==> src/rtl/rational_arith_unit_core_assert.svh <==
// assertion macros
`ifndef RATIONAL_ARITH_UNIT_CORE_ASSERT_SVH
`define RATIONAL_ARITH_UNIT_CORE_ASSERT_SVH
`ifndef SYNTHESIS
`define RAU_ASSERT_IMP(label, clk, rst_n, a, c) \
	label: assert property (@(posedge clk) disable iff (!rst_n) (a) |-> (c)) \
	else $error("assertion failed");
`define RAU_ASSERT_NXT(label, clk, rst_n, a, c) \
	label: assert property (@(posedge clk) disable iff (!rst_n) (a) |=> (c)) \
	else $error("assertion failed");
`else
`define RAU_ASSERT_IMP(label, clk, rst_n, a, c)
`define RAU_ASSERT_NXT(label, clk, rst_n, a, c)
`endif
`endif

==> src/rtl/rau_pkg.sv <==
package rau_pkg;
	localparam int WIDTH_DEF = 32;
	localparam int PW = 66;
	localparam logic [2:0] OP_ADD = 3'd0;
	localparam logic [2:0] OP_SUB = 3'd1;
	localparam logic [2:0] OP_MUL = 3'd2;
	localparam logic [2:0] OP_DIV = 3'd3;
	localparam logic [2:0] OP_CMP = 3'd4;
	localparam logic [1:0] ST_OK = 2'd0;
	localparam logic [1:0] ST_DIVZERO = 2'd1;
	localparam logic [1:0] ST_OVERFLOW = 2'd2;
	typedef enum logic [1:0] {
		K_ARITH,
		K_CMP,
		K_DONE
	} kind_t;
	typedef struct packed {
		kind_t kind;
		logic [2:0] op;
		logic [1:0] st;
		logic signed [32:0] an;
		logic [31:0] ad;
		logic signed [32:0] bn;
		logic [31:0] bd;
	} cmd_t;
	typedef enum logic [3:0] {
		B_IDLE,
		B_M1,
		B_M2,
		B_M3,
		B_M4,
		B_COMB,
		B_GCD,
		B_DIVN,
		B_DIVD,
		B_FIT,
		B_OUT
	} bstate_t;
endpackage

==> src/rtl/rau_front.sv <==
`include "rational_arith_unit_core_assert.svh"
module rau_front #(
	parameter int WIDTH = rau_pkg::WIDTH_DEF
) (
	input logic clk,
	input logic arst_n,
	input logic push,
	output logic full,
	input logic [2:0] op,
	input logic [31:0] a_num,
	input logic [30:0] a_den,
	input logic [31:0] b_num,
	input logic [30:0] b_den,
	output logic q_valid,
	output rau_pkg::cmd_t q_cmd,
	input logic q_take
);
	localparam int DEPTH = 2;
	rau_pkg::cmd_t mem_q [DEPTH];
	logic wp_q, rp_q;
	logic [1:0] cnt_q;
	rau_pkg::cmd_t c;
	logic signed [WIDTH-1:0] an_w, bn_w;
	logic [WIDTH-2:0] ad_w, bd_w;
	logic wr, rd;

	always_comb begin
		an_w = a_num[WIDTH-1:0];
		bn_w = b_num[WIDTH-1:0];
		ad_w = a_den[WIDTH-2:0];
		bd_w = b_den[WIDTH-2:0];
		c.op = op;
		c.an = 33'(an_w);
		c.bn = 33'(bn_w);
		c.ad = 32'(ad_w);
		c.bd = 32'(bd_w);
		c.st = rau_pkg::ST_OK;
		c.kind = rau_pkg::K_DONE;
		if (op <= rau_pkg::OP_CMP && (ad_w == '0 || bd_w == '0)) begin
			c.st = rau_pkg::ST_DIVZERO;
		end else if (op == rau_pkg::OP_DIV && bn_w == '0) begin
			c.st = rau_pkg::ST_DIVZERO;
		end else if (op == rau_pkg::OP_CMP) begin
			c.kind = rau_pkg::K_CMP;
		end else if (op < rau_pkg::OP_CMP) begin
			c.kind = rau_pkg::K_ARITH;
		end
	end

	assign full = (cnt_q == 2'(DEPTH));
	assign q_valid = (cnt_q != 2'd0);
	assign q_cmd = mem_q[rp_q];
	assign wr = push && !full;
	assign rd = q_take && q_valid;

	always_ff @(posedge clk) begin
		if (wr) mem_q[wp_q] <= c;
	end

	always_ff @(posedge clk or negedge arst_n) begin
		if (!arst_n) begin
			wp_q <= 1'b0;
			rp_q <= 1'b0;
			cnt_q <= 2'd0;
		end else begin
			if (wr) wp_q <= ~wp_q;
			if (rd) rp_q <= ~rp_q;
			cnt_q <= cnt_q + 2'(wr) - 2'(rd);
		end
	end

	`RAU_ASSERT_NXT(a_cnt_max, clk, arst_n, 1'b1, cnt_q <= 2'(DEPTH))
	`RAU_ASSERT_IMP(a_no_wr_full, clk, arst_n, full, !wr)
	`RAU_ASSERT_NXT(a_cnt_up, clk, arst_n, wr && !rd, cnt_q == $past(cnt_q) + 2'd1)
endmodule

==> config.mk <==
export PLATFORM = sky130hd
export DESIGN_NAME = rau_front
export DESIGN_NICKNAME = d
export VERILOG_FILES = /design/src/rtl/rau_pkg.sv /design/src/rtl/rau_front.sv
export VERILOG_INCLUDE_DIRS = /design/src /design/src/rtl
export SDC_FILE = /design/constraint.sdc
export NUM_CORES = 1
export LEC_CHECK = 0
export BUFFER_PORTS_ARGS = -buffer_cell sky130_fd_sc_hd__buf_2
export CORE_MARGIN = 2
export CORE_UTILIZATION = 55
export DETAILED_ROUTE_END_ITERATION = 8
export PLACE_DENSITY = 0.85
export REMOVE_ABC_BUFFERS = 1
export SLEW_MARGIN = 20
export SYNTH_ARGS = -nofsm -noshare
export SYNTH_HDL_FRONTEND = slang
export SYNTH_SLANG_ARGS = --single-unit
==> constraint.sdc <==
create_clock -name clk -period 12.29 [get_ports clk]
set_input_delay 0.6145 -clock clk [delete_from_list [all_inputs] [get_ports clk]]
set_output_delay 0.6145 -clock clk [all_outputs]
set_load 0.03 [all_outputs]
* After elaboration in Yosys (flattened, before gate mapping)
Memories as Yosys holds them, arrays and structs flattened.
Cells that the tools add are included.
** Word-level totals
- Memories :: 1
- Memory bits (writable) :: 268
- Latch bits :: 0
- Bits in read-only memories :: 0
- Register bits after elaboration :: 4
- Word-level logic and storage cells :: 31
** Cells by class
- Eq/ne operators :: 3
- $add $sub $neg :: 2
- Magnitude comparators :: 2
- Multipliers :: 0
- Reductions and logical operators :: 10
- Mux-type cells :: 8
- Divide/modulo/power cells :: 0
- Shift operators :: 0
- Bitwise gates (word level) :: 2
** Memory list
- mem_q :: words 2, bits a word 134, read ports 1, clocked after Yosys merged registers in 0, write ports 1, line rau_front.sv:19 : rau_pkg::cmd_t mem_q [DEPTH];
** Operators by type and width (count)
- 31-bit logical NOT :: 2
- 32-bit logical NOT :: 1
- 2-bit 2-to-1 mux :: 4
- 1-bit logical AND :: 4
- 1-bit 2-to-1 mux :: 4
- 3-bit by 2-bit == test with 1-bit output (second input constant) :: 1
- 3-bit == test (second input constant) :: 1
- 3-bit less-or-equal comparator (second input constant) :: 1
- 3-bit less-than comparator (second input constant) :: 1
- 2-bit by 1-bit adder with 2-bit output :: 1
- 2-bit == test (second input constant) :: 1
- 1-bit inverter :: 2
- 2-bit nonzero test :: 1
- 2-bit by 1-bit subtractor with 2-bit output :: 1
- 1-bit logical NOT :: 1
- 1-bit logical OR :: 1

* Logic depth before layout (Yosys ltp)
Gate-level depths: netlist of the first run.
- Depth after elaboration :: 5
- Mapped depth :: 7
- Mapped depth without buffers :: 7

* Worst setup path after synthesis of the first run
OpenSTA, ideal clock, no wires.
- Path type :: in2reg
- From :: in push
- To :: mem mem_q[0][0] (netlist bit) (enable)
- Required time :: 11665 ps
- Cell stages on the path :: 2
- Arrival time :: 6192 ps
- Setup time :: 625 ps
- Buffers on the path :: 0
- Setup slack :: 5473 ps
- Cell sequence :: nand2_1 nor2_1
** Between the ends
- Longest elaborated chain between the ends :: 3
** Ends and longest elaborated chain
- start: declaration :: line rau_front.sv:7 : input logic push,
- 1-bit logical AND :: line rau_front.sv:53 : assign wr = push && !full;
- 1-bit 2-to-1 mux :: line rau_front.sv:57 : if (wr) mem_q[wp_q] <= c;
- 1-bit 2-to-1 mux (implied by the code) :: line rau_front.sv:57
- end: declaration :: line rau_front.sv:19
No other way between the ends.

==> results.toml, run 1 <==
[placed_design]
port_buffers = 268
dp_hpwl_mm = 13.2
gp_congestion = 0.781

[setup_path]
cp_cell_sequence = "buf_4, mux2_2, buf_2"
crit_path_max_fanout = 76
path_buf_inv = 2
critPathLaunchType = "flip-flop"
cp_data_arrival_time_ns = 2.97
timing.rr.start = "cnt_q[1]$_DFF_PN0_"
r2r_cells = 3
crit_end = "q_cmd[128]"
reg2reg_to = "mem_q[1][65]$_DFFE_PP_"
crit_required_ns = 11.68
path_depth = 3
end_kind = "output port"
critPathLaunch = "rp_q$_DFFE_PN0P_"
regToRegSetupSlack_ns = 9.65
critPathTopFamily = "buffers and inverters"
crit_type = "reg2out"
cpPeakStageDelay_ns = 0.90
slowest_stage = "dfrtp_4"

[power]
total_power_uw = 3260
ir_drop_v = 0.000214
p_leak_uw = 0.00462
power_density_mw_per_mm2 = 263

[final_layout]
final_nets = 893
mostFrequentLayoutCells = "buf_2 (268), edfxtp_1 (264), mux2_2 (132)"
final_layout_size_suffix_gt1_share_pct = 57.5
areaGrowthSynthToFinish_pct = 24.4
final_common_cell = "buf_2"

[die]
core_sq_mm = 0.0179
dieArea_sq_mm = 0.0193
start_util_pct = 55.8
die_h_um = 139
die_w_um = 139
io_pins = 272
fp-row-count = 49

[cts]
numCtsBuffers = 27
cts_max_level = 1
clock-sinks = 268
cts_buffer_depth = 3
cts_root_buffer = "clkbuf_16"
clk_latency_ns = 0.51
cts_tree = "yes"
post_cts_buffers = 0
cts.reportedPaths.clkPinSlew_ns = 0.06

[synth]
synth_seq_cells = 268
synth_seq_area_share_pct = 80.3
ys_warn_count = 0
synth_cells = 474
synth_cell_types = 26
synth_area_leaders = "edfxtp_1 (79%), mux2_2 (15%), nor4_1 (1.3%)"
syn_area_per_cell_sq_um = 21.1
synth_top_cell_by_area = "edfxtp_1"
synth_top_area_share_pct = 79.3
syn_area_sq_mm = 0.00999

[global_route]
antenna_found_initial = 1
grt_pass1_wl_mm = 31.0
grt_pass1_vias = 5770
grt_usage_pct = 20.3
grt_overflow = 0
grt_max_degree = 78

[run]
drv_cap = 0

[sta]
fmax_ghz = 0.279
finalSetupViolations = 0
fin_crit_ns = 3.59
fin_crit_sh_pct = 29.2
final_max_slew_viol_count = 0
slew_headroom_pct = 30.8
rsz0062_at_grt = "false"
hold_violations = 0
worst_pin_slew_ns = 1.04
worst_clock_skew_ns = 0.0117
finalSetupTns_ns = 0

[detailed_routing]
ant_nets = 0
wl_mm = 20.1
drc = 0
drtIter0Drc = 287
via_count = 5441
wl_per_cell_um = 19.9
drt_pass1_iterations = 4
via_per_inst = 5.40

[min_path]
whs_path_depth = 1
hold_path.class = "in2reg"

[status]
status = "finished clean"
-- sequential cells by signal, summed over array words and instances, names as in the netlist --
name and flops:
cnt_q 2, wp_q 1, rp_q 1, mem_q 264
-- final cells by class --
class / count / area [sq um]
clock buffers: 33 / 698
repair buffers: 273 / 1380
fillers: 1146 / 5470
multi-input cells: 186 / 1850
diodes: 1 / 2.50
flip-flops and latches: 268 / 8030
inverters: 2 / 7.51
clock inverters: 15 / 175
well taps: 229 / 287
-- kinds of logic (layout without fill, tap and decap cells) --
logic type,after synthesis,after routing,synth area share (%)
XOR/XNOR,4,4,0.351
adder cells (fa/ha/maj),2,2,0.250
multiplexers,132,132,14.9
AND/OR/NAND/NOR,42,42,2.57
buffers and inverters,22,323,1.38
other,1,4,0.0375
flip-flops,268,268,80.3
AO/OA/AOI/OAI,3,3,0.200
-- worst min path at each step --
stage,from,endpoint,slack (ns)
3_3_place_gp,arst_n,cnt_q[0]$_DFF_PN0_,0.42
3_5_place_dp,arst_n,wp_q$_DFFE_PN0P_,0.43
6_report,a_num[3],mem_q[0][98]$_DFFE_PP_,0.29
4_1_cts,a_num[15],mem_q[0][110]$_DFFE_PP_,0.26
2_1_floorplan,arst_n,cnt_q[0]$_DFF_PN0_,0.32
5_1_grt,a_num[15],mem_q[0][110]$_DFFE_PP_,0.26
-- metal layers --
metal	vias up	global-route usage (%)	wire length [um]
li1	2477	-	-
met1	2683	25.1	7780
met2	235	35.5	10400
met3	46	4.66	1380
met4	0	6.80	556
met5	-	0	0
-- where the power goes --
group          switching, uW  internal (uW)  leakage (uW)
Sequential              84.3           1250       0.00250
Clock                    318            486      0.000425
Combinational            748            375       0.00170
Total                   1150           2110       0.00462
-- cells in the mapped netlist --
master,number
xnor2_1,3
and3_1,1
or3b_1,1
nor4b_1,1
edfxtp_1,264
nand3_1,1
dfrtp_1,4
nor4_2,1
nor2_1,2
o22ai_1,1
nand4_1,5
o21ai_0,1
nor4_1,21
nand2b_1,1
or2_2,1
buf_2,8
a21o_2,1
conb_1,1
nor3_1,3
mux2_2,132
ha_1,2
and2_1,1
nand2_1,3
xor2_1,1
inv_1,2
buf_4,12
-- stage by stage --
stage / util, % / hold WS (ns) / instances / area, sq um / setup WS, ns
after global routing: 69.4 / 0.258 / 1007 / 12400 / 8.55
after global placement: 64.5 / 0.424 / 957 / 11500 / 9.22
final: 69.4 / 0.288 / 1007 / 12400 / 8.70
after CTS: 69.4 / 0.262 / 1006 / 12400 / 8.63
after detailed placement: 64.5 / 0.428 / 957 / 11500 / 9.18
after floorplan: - / 0.319 / 456 / 9870 / 5.47
-- repair_timing --
action,in CTS,in global routing
resized for setup,0,0
endpoints found under the hold margin,4,0
hold buffers,1,0
No activity file was read; power rests on OpenSTA's default activity.
==> run 2, diff against run 1 <==
ABC_AREA = 1   (was not set)
CORE_UTILIZATION = 53   (was 55)
PLACE_DENSITY = 0.82   (was 0.85)
clock period = 3.6 ns   (was 12.29 ns; I/O delays follow)
==> results.toml, run 2 <==
[status]
status = "finished clean"

[synth]
ys.flop_type = "edfxtp_1"
ys_warn_count = 0
synth_area_leaders = "edfxtp_1 (76%), nand2_1 (16%), nor2_1 (2.5%)"
synth-async-reset-ratio_pct = 1.49
yosysMostFrequentCell = "nand2_1"
synth_seq_cells = 268
synth_seq_area_share_pct = 76.6
syn_area_per_cell_sq_um = 12.0
synth_top_cell_by_area = "edfxtp_1"
synthTopCellsByCount = "nand2_1 (441), edfxtp_1 (264), nor2_1 (70)"
synth_top_area_share_pct = 75.7
syn_area_sq_mm = 0.0105
synth_cells = 871
synth_edf_count = 264
synth_cell_types = 19

[setup_path]
crit_type = "reg2out"
critPathLaunch = "rp_q$_DFFE_PN0P_"
end_kind = "output port"
crit_path_max_fanout = 35
critPathLaunchType = "flip-flop"
crit_required_ns = 3.42
timing.rr.start = "cnt_q[1]$_DFF_PN0_"
cp_data_arrival_time_ns = 2.19

[cts]
cts_buffer_depth = 3
cts.reportedPaths.clkPinSlew_ns = 0.06
clock-sinks = 268
clk_latency_ns = 0.52
post_cts_buffers = 0
cts_tree = "yes"
numCtsBuffers = 27
cts_root_buffer = "clkbuf_16"
cts_max_level = 1

[detailed_routing]
ant_nets = 0
drtIter0Drc = 437
wl_per_cell_um = 17.0
drt_pass1_iterations = 5
via_per_inst = 4.99
drc = 0
via_count = 7773
wl_mm = 26.5

[final_layout]
design_area_sq_mm = 0.0141
largest_register_ffs = 264
top_register = "mem_q"
final_layout_size_suffix_gt1_share_pct = 24.4
areaGrowthSynthToFinish_pct = 34.9
reg_top3 = "mem_q: 264 flops, cnt_q: 2 flops"
fin_cells = 1559
final_nets = 1411
final_common_cell = "nand2_1"
mostFrequentLayoutCells = "nand2_1 (441), buf_2 (268), edfxtp_1 (264)"
finalCoreUtilization_pct = 72.6

[die]
dieArea_sq_mm = 0.0209
fp-row-count = 51
io_pins = 272
die_h_um = 145
start_util_pct = 53.8
core_sq_mm = 0.0195
die_w_um = 145

[placed_design]
place_area_sq_mm = 0.0120
dp_hpwl_mm = 14.6
port_buffers = 268
gp_congestion = 0.844
placedCellCount = 1380

[run]
drv_cap = 0

[power]
p_leak_uw = 0.00618
power_density_mw_per_mm2 = 834
ir_drop_v = 0.000576

[sta]
fin_crit_ns = 2.37
fin_crit_sh_pct = 65.9
worst_clock_skew_ns = 0.00964
hold_violations = 0
rsz0062_at_grt = "false"
slew_headroom_pct = 30.2
hold-worst-slack_ns = 0.0343
worst_pin_slew_ns = 1.05
fmax_ghz = 0.422
final_max_slew_viol_count = 0
finalSetupViolations = 0

[min_path]
holdCritStartpoint = "q_take"
hold_path.class = "in2reg"

[global_route]
antenna_found_initial = 1
grt_pass1_vias = 7851
grt_usage_pct = 24.4
grt_pass1_wl_mm = 39.1
grt_overflow = 0
grt_max_degree = 76
[run 2: worst paths after layout]
check / to / slack [ns] / cells past startpoint
max: q_cmd[20] / 1.23 / 5
min: rp_q$_DFFE_PN0P_ / 0.03 / 3
max reg2reg: mem_q[0][106]$_DFFE_PP_ / 1.64 / 4
min reg2reg: cnt_q[0]$_DFF_PN0_ / 0.57 / 1
max in group asynchronous: rp_q$_DFFE_PN0P_ / 2.26 / 4
min in group asynchronous: cnt_q[1]$_DFF_PN0_ / 0.52 / 3
[run 2: final cells by class]
type,instances,area (sq um)
diodes,1,2.50
clock buffers,34,702
clock inverters,12,109
fillers,1192,5320
inverters,37,141
multi-input cells,534,2090
flip-flops and latches,268,8030
well taps,265,332
repair buffers,408,2740
[run 2: cell families after synthesis]
group,Yosys count,synth area share [%]
other,1,0.0358
adder cells (fa/ha/maj),2,0.239
AND/OR/NAND/NOR,523,18.9
AO/OA/AOI/OAI,2,0.131
buffers and inverters,71,3.70
flip-flops,268,76.6
XOR/XNOR,4,0.334
[run 2: timing repair]
item	CTS	global route
gates resized for setup	0	0
hold buffers	132	0
hold endpoints to repair	262	0
[run 2: report_power, final]
group,total (uW),switching (uW),internal (uW)
Combinational,4730,3590,1130
Clock,2600,1090,1510
Sequential,4470,182,4280
[run 2: worst max-delay path: stages, from the launching register on]
cell and delay (ns):
dfrtp_4 0.49, inv_4 0.28, buf_4 0.43, nand2_1 0.14, nand2_1 0.11, buf_2 0.20
[run 2: per-layer routing]
metal | vias up | part of all wire, % | track usage (%)
met5 | - | 0 | 0
met1 | 3636 | 35 | 27.3
met3 | 80 | 7.5 | 5.20
met2 | 392 | 53 | 45.7
li1 | 3665 | - | -
met4 | 0 | 3.8 | 9.20
[run 2: stage by stage]
step	setup TNS [ns]	worst slack, ns	power [uW]
floorplan	-837.04	-3.06	7740
global placement	0	1.71	8950
detailed placement	0	1.66	9060
CTS	0	1.26	11800
global route	0	1.13	12400
finish	0	1.23	11800
==> run 3, diff against run 2 <==
clock period = 2.2 ns   (was 3.6 ns; I/O delays follow)
==> results.toml, run 3 (synthesis results as in run 2) <==
[die]
core_sq_mm = 0.0195
start_util_pct = 53.8
die_h_um = 145
fp-row-count = 51
die_w_um = 145
io_pins = 272
dieArea_sq_mm = 0.0209

[min_path]
hold_path.class = "in2reg"

[global_route]
grt_max_degree = 133
grt_pass1_wl_mm = 39.7
grt_usage_pct = 24.9
grt_overflow = 0
grt_pass1_vias = 7778
antenna_found_initial = 0

[sta]
hold_violations = 0
worst_pin_slew_ns = 0.639
fmax_ghz = 0.475
rsz0062_at_grt = "false"
fin_crit_sh_pct = 95.8
fin_crit_ns = 2.11
final_max_slew_viol_count = 0
worst_clock_skew_ns = 0.0101
hold-worst-slack_ns = 0.313
finalSetupViolations = 0
slew_headroom_pct = 57.4
fin_ws_ns = 0.0934

[power]
p_sw_uw = 8010
intPower_uw = 11500
p_leak_uw = 0.00620
p_clk_share_pct = 22.7
power_density_mw_per_mm2 = 1370
ir_drop_v = 0.00122
seq_power_share_pct = 37.3
p_comb_share_pct = 40.0
p_sw_share_pct = 41.0

[final_layout]
seq_area_sq_mm = 0.00803
largest_register_ffs = 264
final_nets = 1411
mostFrequentLayoutCells = "nand2_1 (441), buf_2 (268), edfxtp_1 (264)"
areaGrowthSynthToFinish_pct = 35.8
final_common_cell = "nand2_1"
fillCellCount = 1202
finalCoreUtilization_pct = 73.1
antenna_cells = 0
multi_input_area_sq_mm = 0.00209
reg_top3 = "mem_q: 264 flops, cnt_q: 2 flops"
final_layout_size_suffix_gt1_share_pct = 24.2
top_register = "mem_q"

[detailed_routing]
via_count = 7726
ant_nets = 0
wl_per_cell_um = 17.0
via_per_inst = 4.95
drc = 0
drt_pass1_iterations = 5
wl_mm = 26.5
drtIter0Drc = 417

[placed_design]
place_worst_setup_slack_ns = 0.540
gp_congestion = 0.781
port_buffers = 268
dp_hpwl_mm = 14.0

[cts]
numCtsBuffers = 27
cts_root_buffer = "clkbuf_16"
clk_latency_ns = 0.52
cts_resized = 0
cts_tree = "yes"
clock-sinks = 268
cts_buffer_depth = 3
post_cts_buffers = 0
cts_max_level = 1
cts.reportedPaths.clkPinSlew_ns = 0.06

[setup_path]
critPathLaunch = "rp_q$_DFFE_PN0P_"
timing.rr.start = "cnt_q[0]$_DFF_PN0_"
crit_end = "q_cmd[89]"
crit_required_ns = 2.09
crit_type = "reg2out"
cp_data_arrival_time_ns = 2.00
critPathLaunchType = "flip-flop"
reg2reg_to = "cnt_q[1]$_DFF_PN0_"
crit_path_max_fanout = 132
r2r_cells = 8
end_kind = "output port"
regToRegSetupSlack_ns = 0.48

[status]
status = "finished clean"

[run]
drv_cap = 0
run 3: cell count changes in the layout (fill, tap and decap cells not counted), sizes merged:
cell and delta:
clkbuf +2, buf -1, bufinv +1, dlygate4sd3 +1, diode -1
run 3: timing repair:
item,CTS,global route
hold buffers,133,0
setup endpoints to repair,0,0
hold endpoints to repair,266,0
run 3: final cells by class:
cell class                 instances  share of cell area [%]
clock buffer                      36                    4.99
multi-input combinational        534                    14.7
tap                              265                    2.33
inverter                          37                   0.994
clock inverter                    13                   0.923
timing repair buffer             408                    19.7
sequential                       268                    56.4
run 3: worst min-delay path by stage:
stage	startpoint	to	slack (ns)	cells past startpoint
2_1_floorplan	arst_n	cnt_q[0]$_DFF_PN0_	-0.19	0
3_3_place_gp	arst_n	cnt_q[1]$_DFF_PN0_	-0.08	1
3_5_place_dp	arst_n	cnt_q[1]$_DFF_PN0_	-0.08	1
4_1_cts	a_num[21]	mem_q[0][116]$_DFFE_PP_	0.30	2
5_1_grt	a_num[12]	mem_q[1][107]$_DFFE_PP_	0.30	2
6_report	a_num[12]	mem_q[1][107]$_DFFE_PP_	0.31	2
run 3: power groups by stage:
stage / Combinational [uW] / Sequential, uW / Clock (uW)
final: 7820 / 7290 / 4430
after global routing: 8450 / 7370 / 4670
after CTS: 7740 / 7260 / 4450
after detailed placement: 7520 / 7350 / 0
after global placement: 7430 / 7290 / 0
after floorplan: 4500 / 7290 / 0
run 3: stage by stage:
step	cells	area, sq um	power [uW]	TNS, ns
2_1_floorplan	839	10200	11800	-1386.25
3_3_place_gp	1379	12100	14700	0
3_5_place_dp	1379	12100	14900	0
4_1_cts	1561	14200	19400	0
5_1_grt	1561	14200	20500	0
6_report	1561	14200	19500	0
run 3: layer usage:
layer  GRT usage (%)  routed length [um]  vias to the layer above
met5               0                   0                        -
li1                -                   -                     3665
met2            46.8               14400                      338
met4            8.33                 726                        0
met3            5.89                2200                       66
met1            27.5                9230                     3657
run 3: worst max-delay path: stages (launching register included):
cell,delay [ns]
dfrtp_4,0.44
buf_12,0.45
nand2_1,0.15
nand2_1,0.12
buf_2,0.20
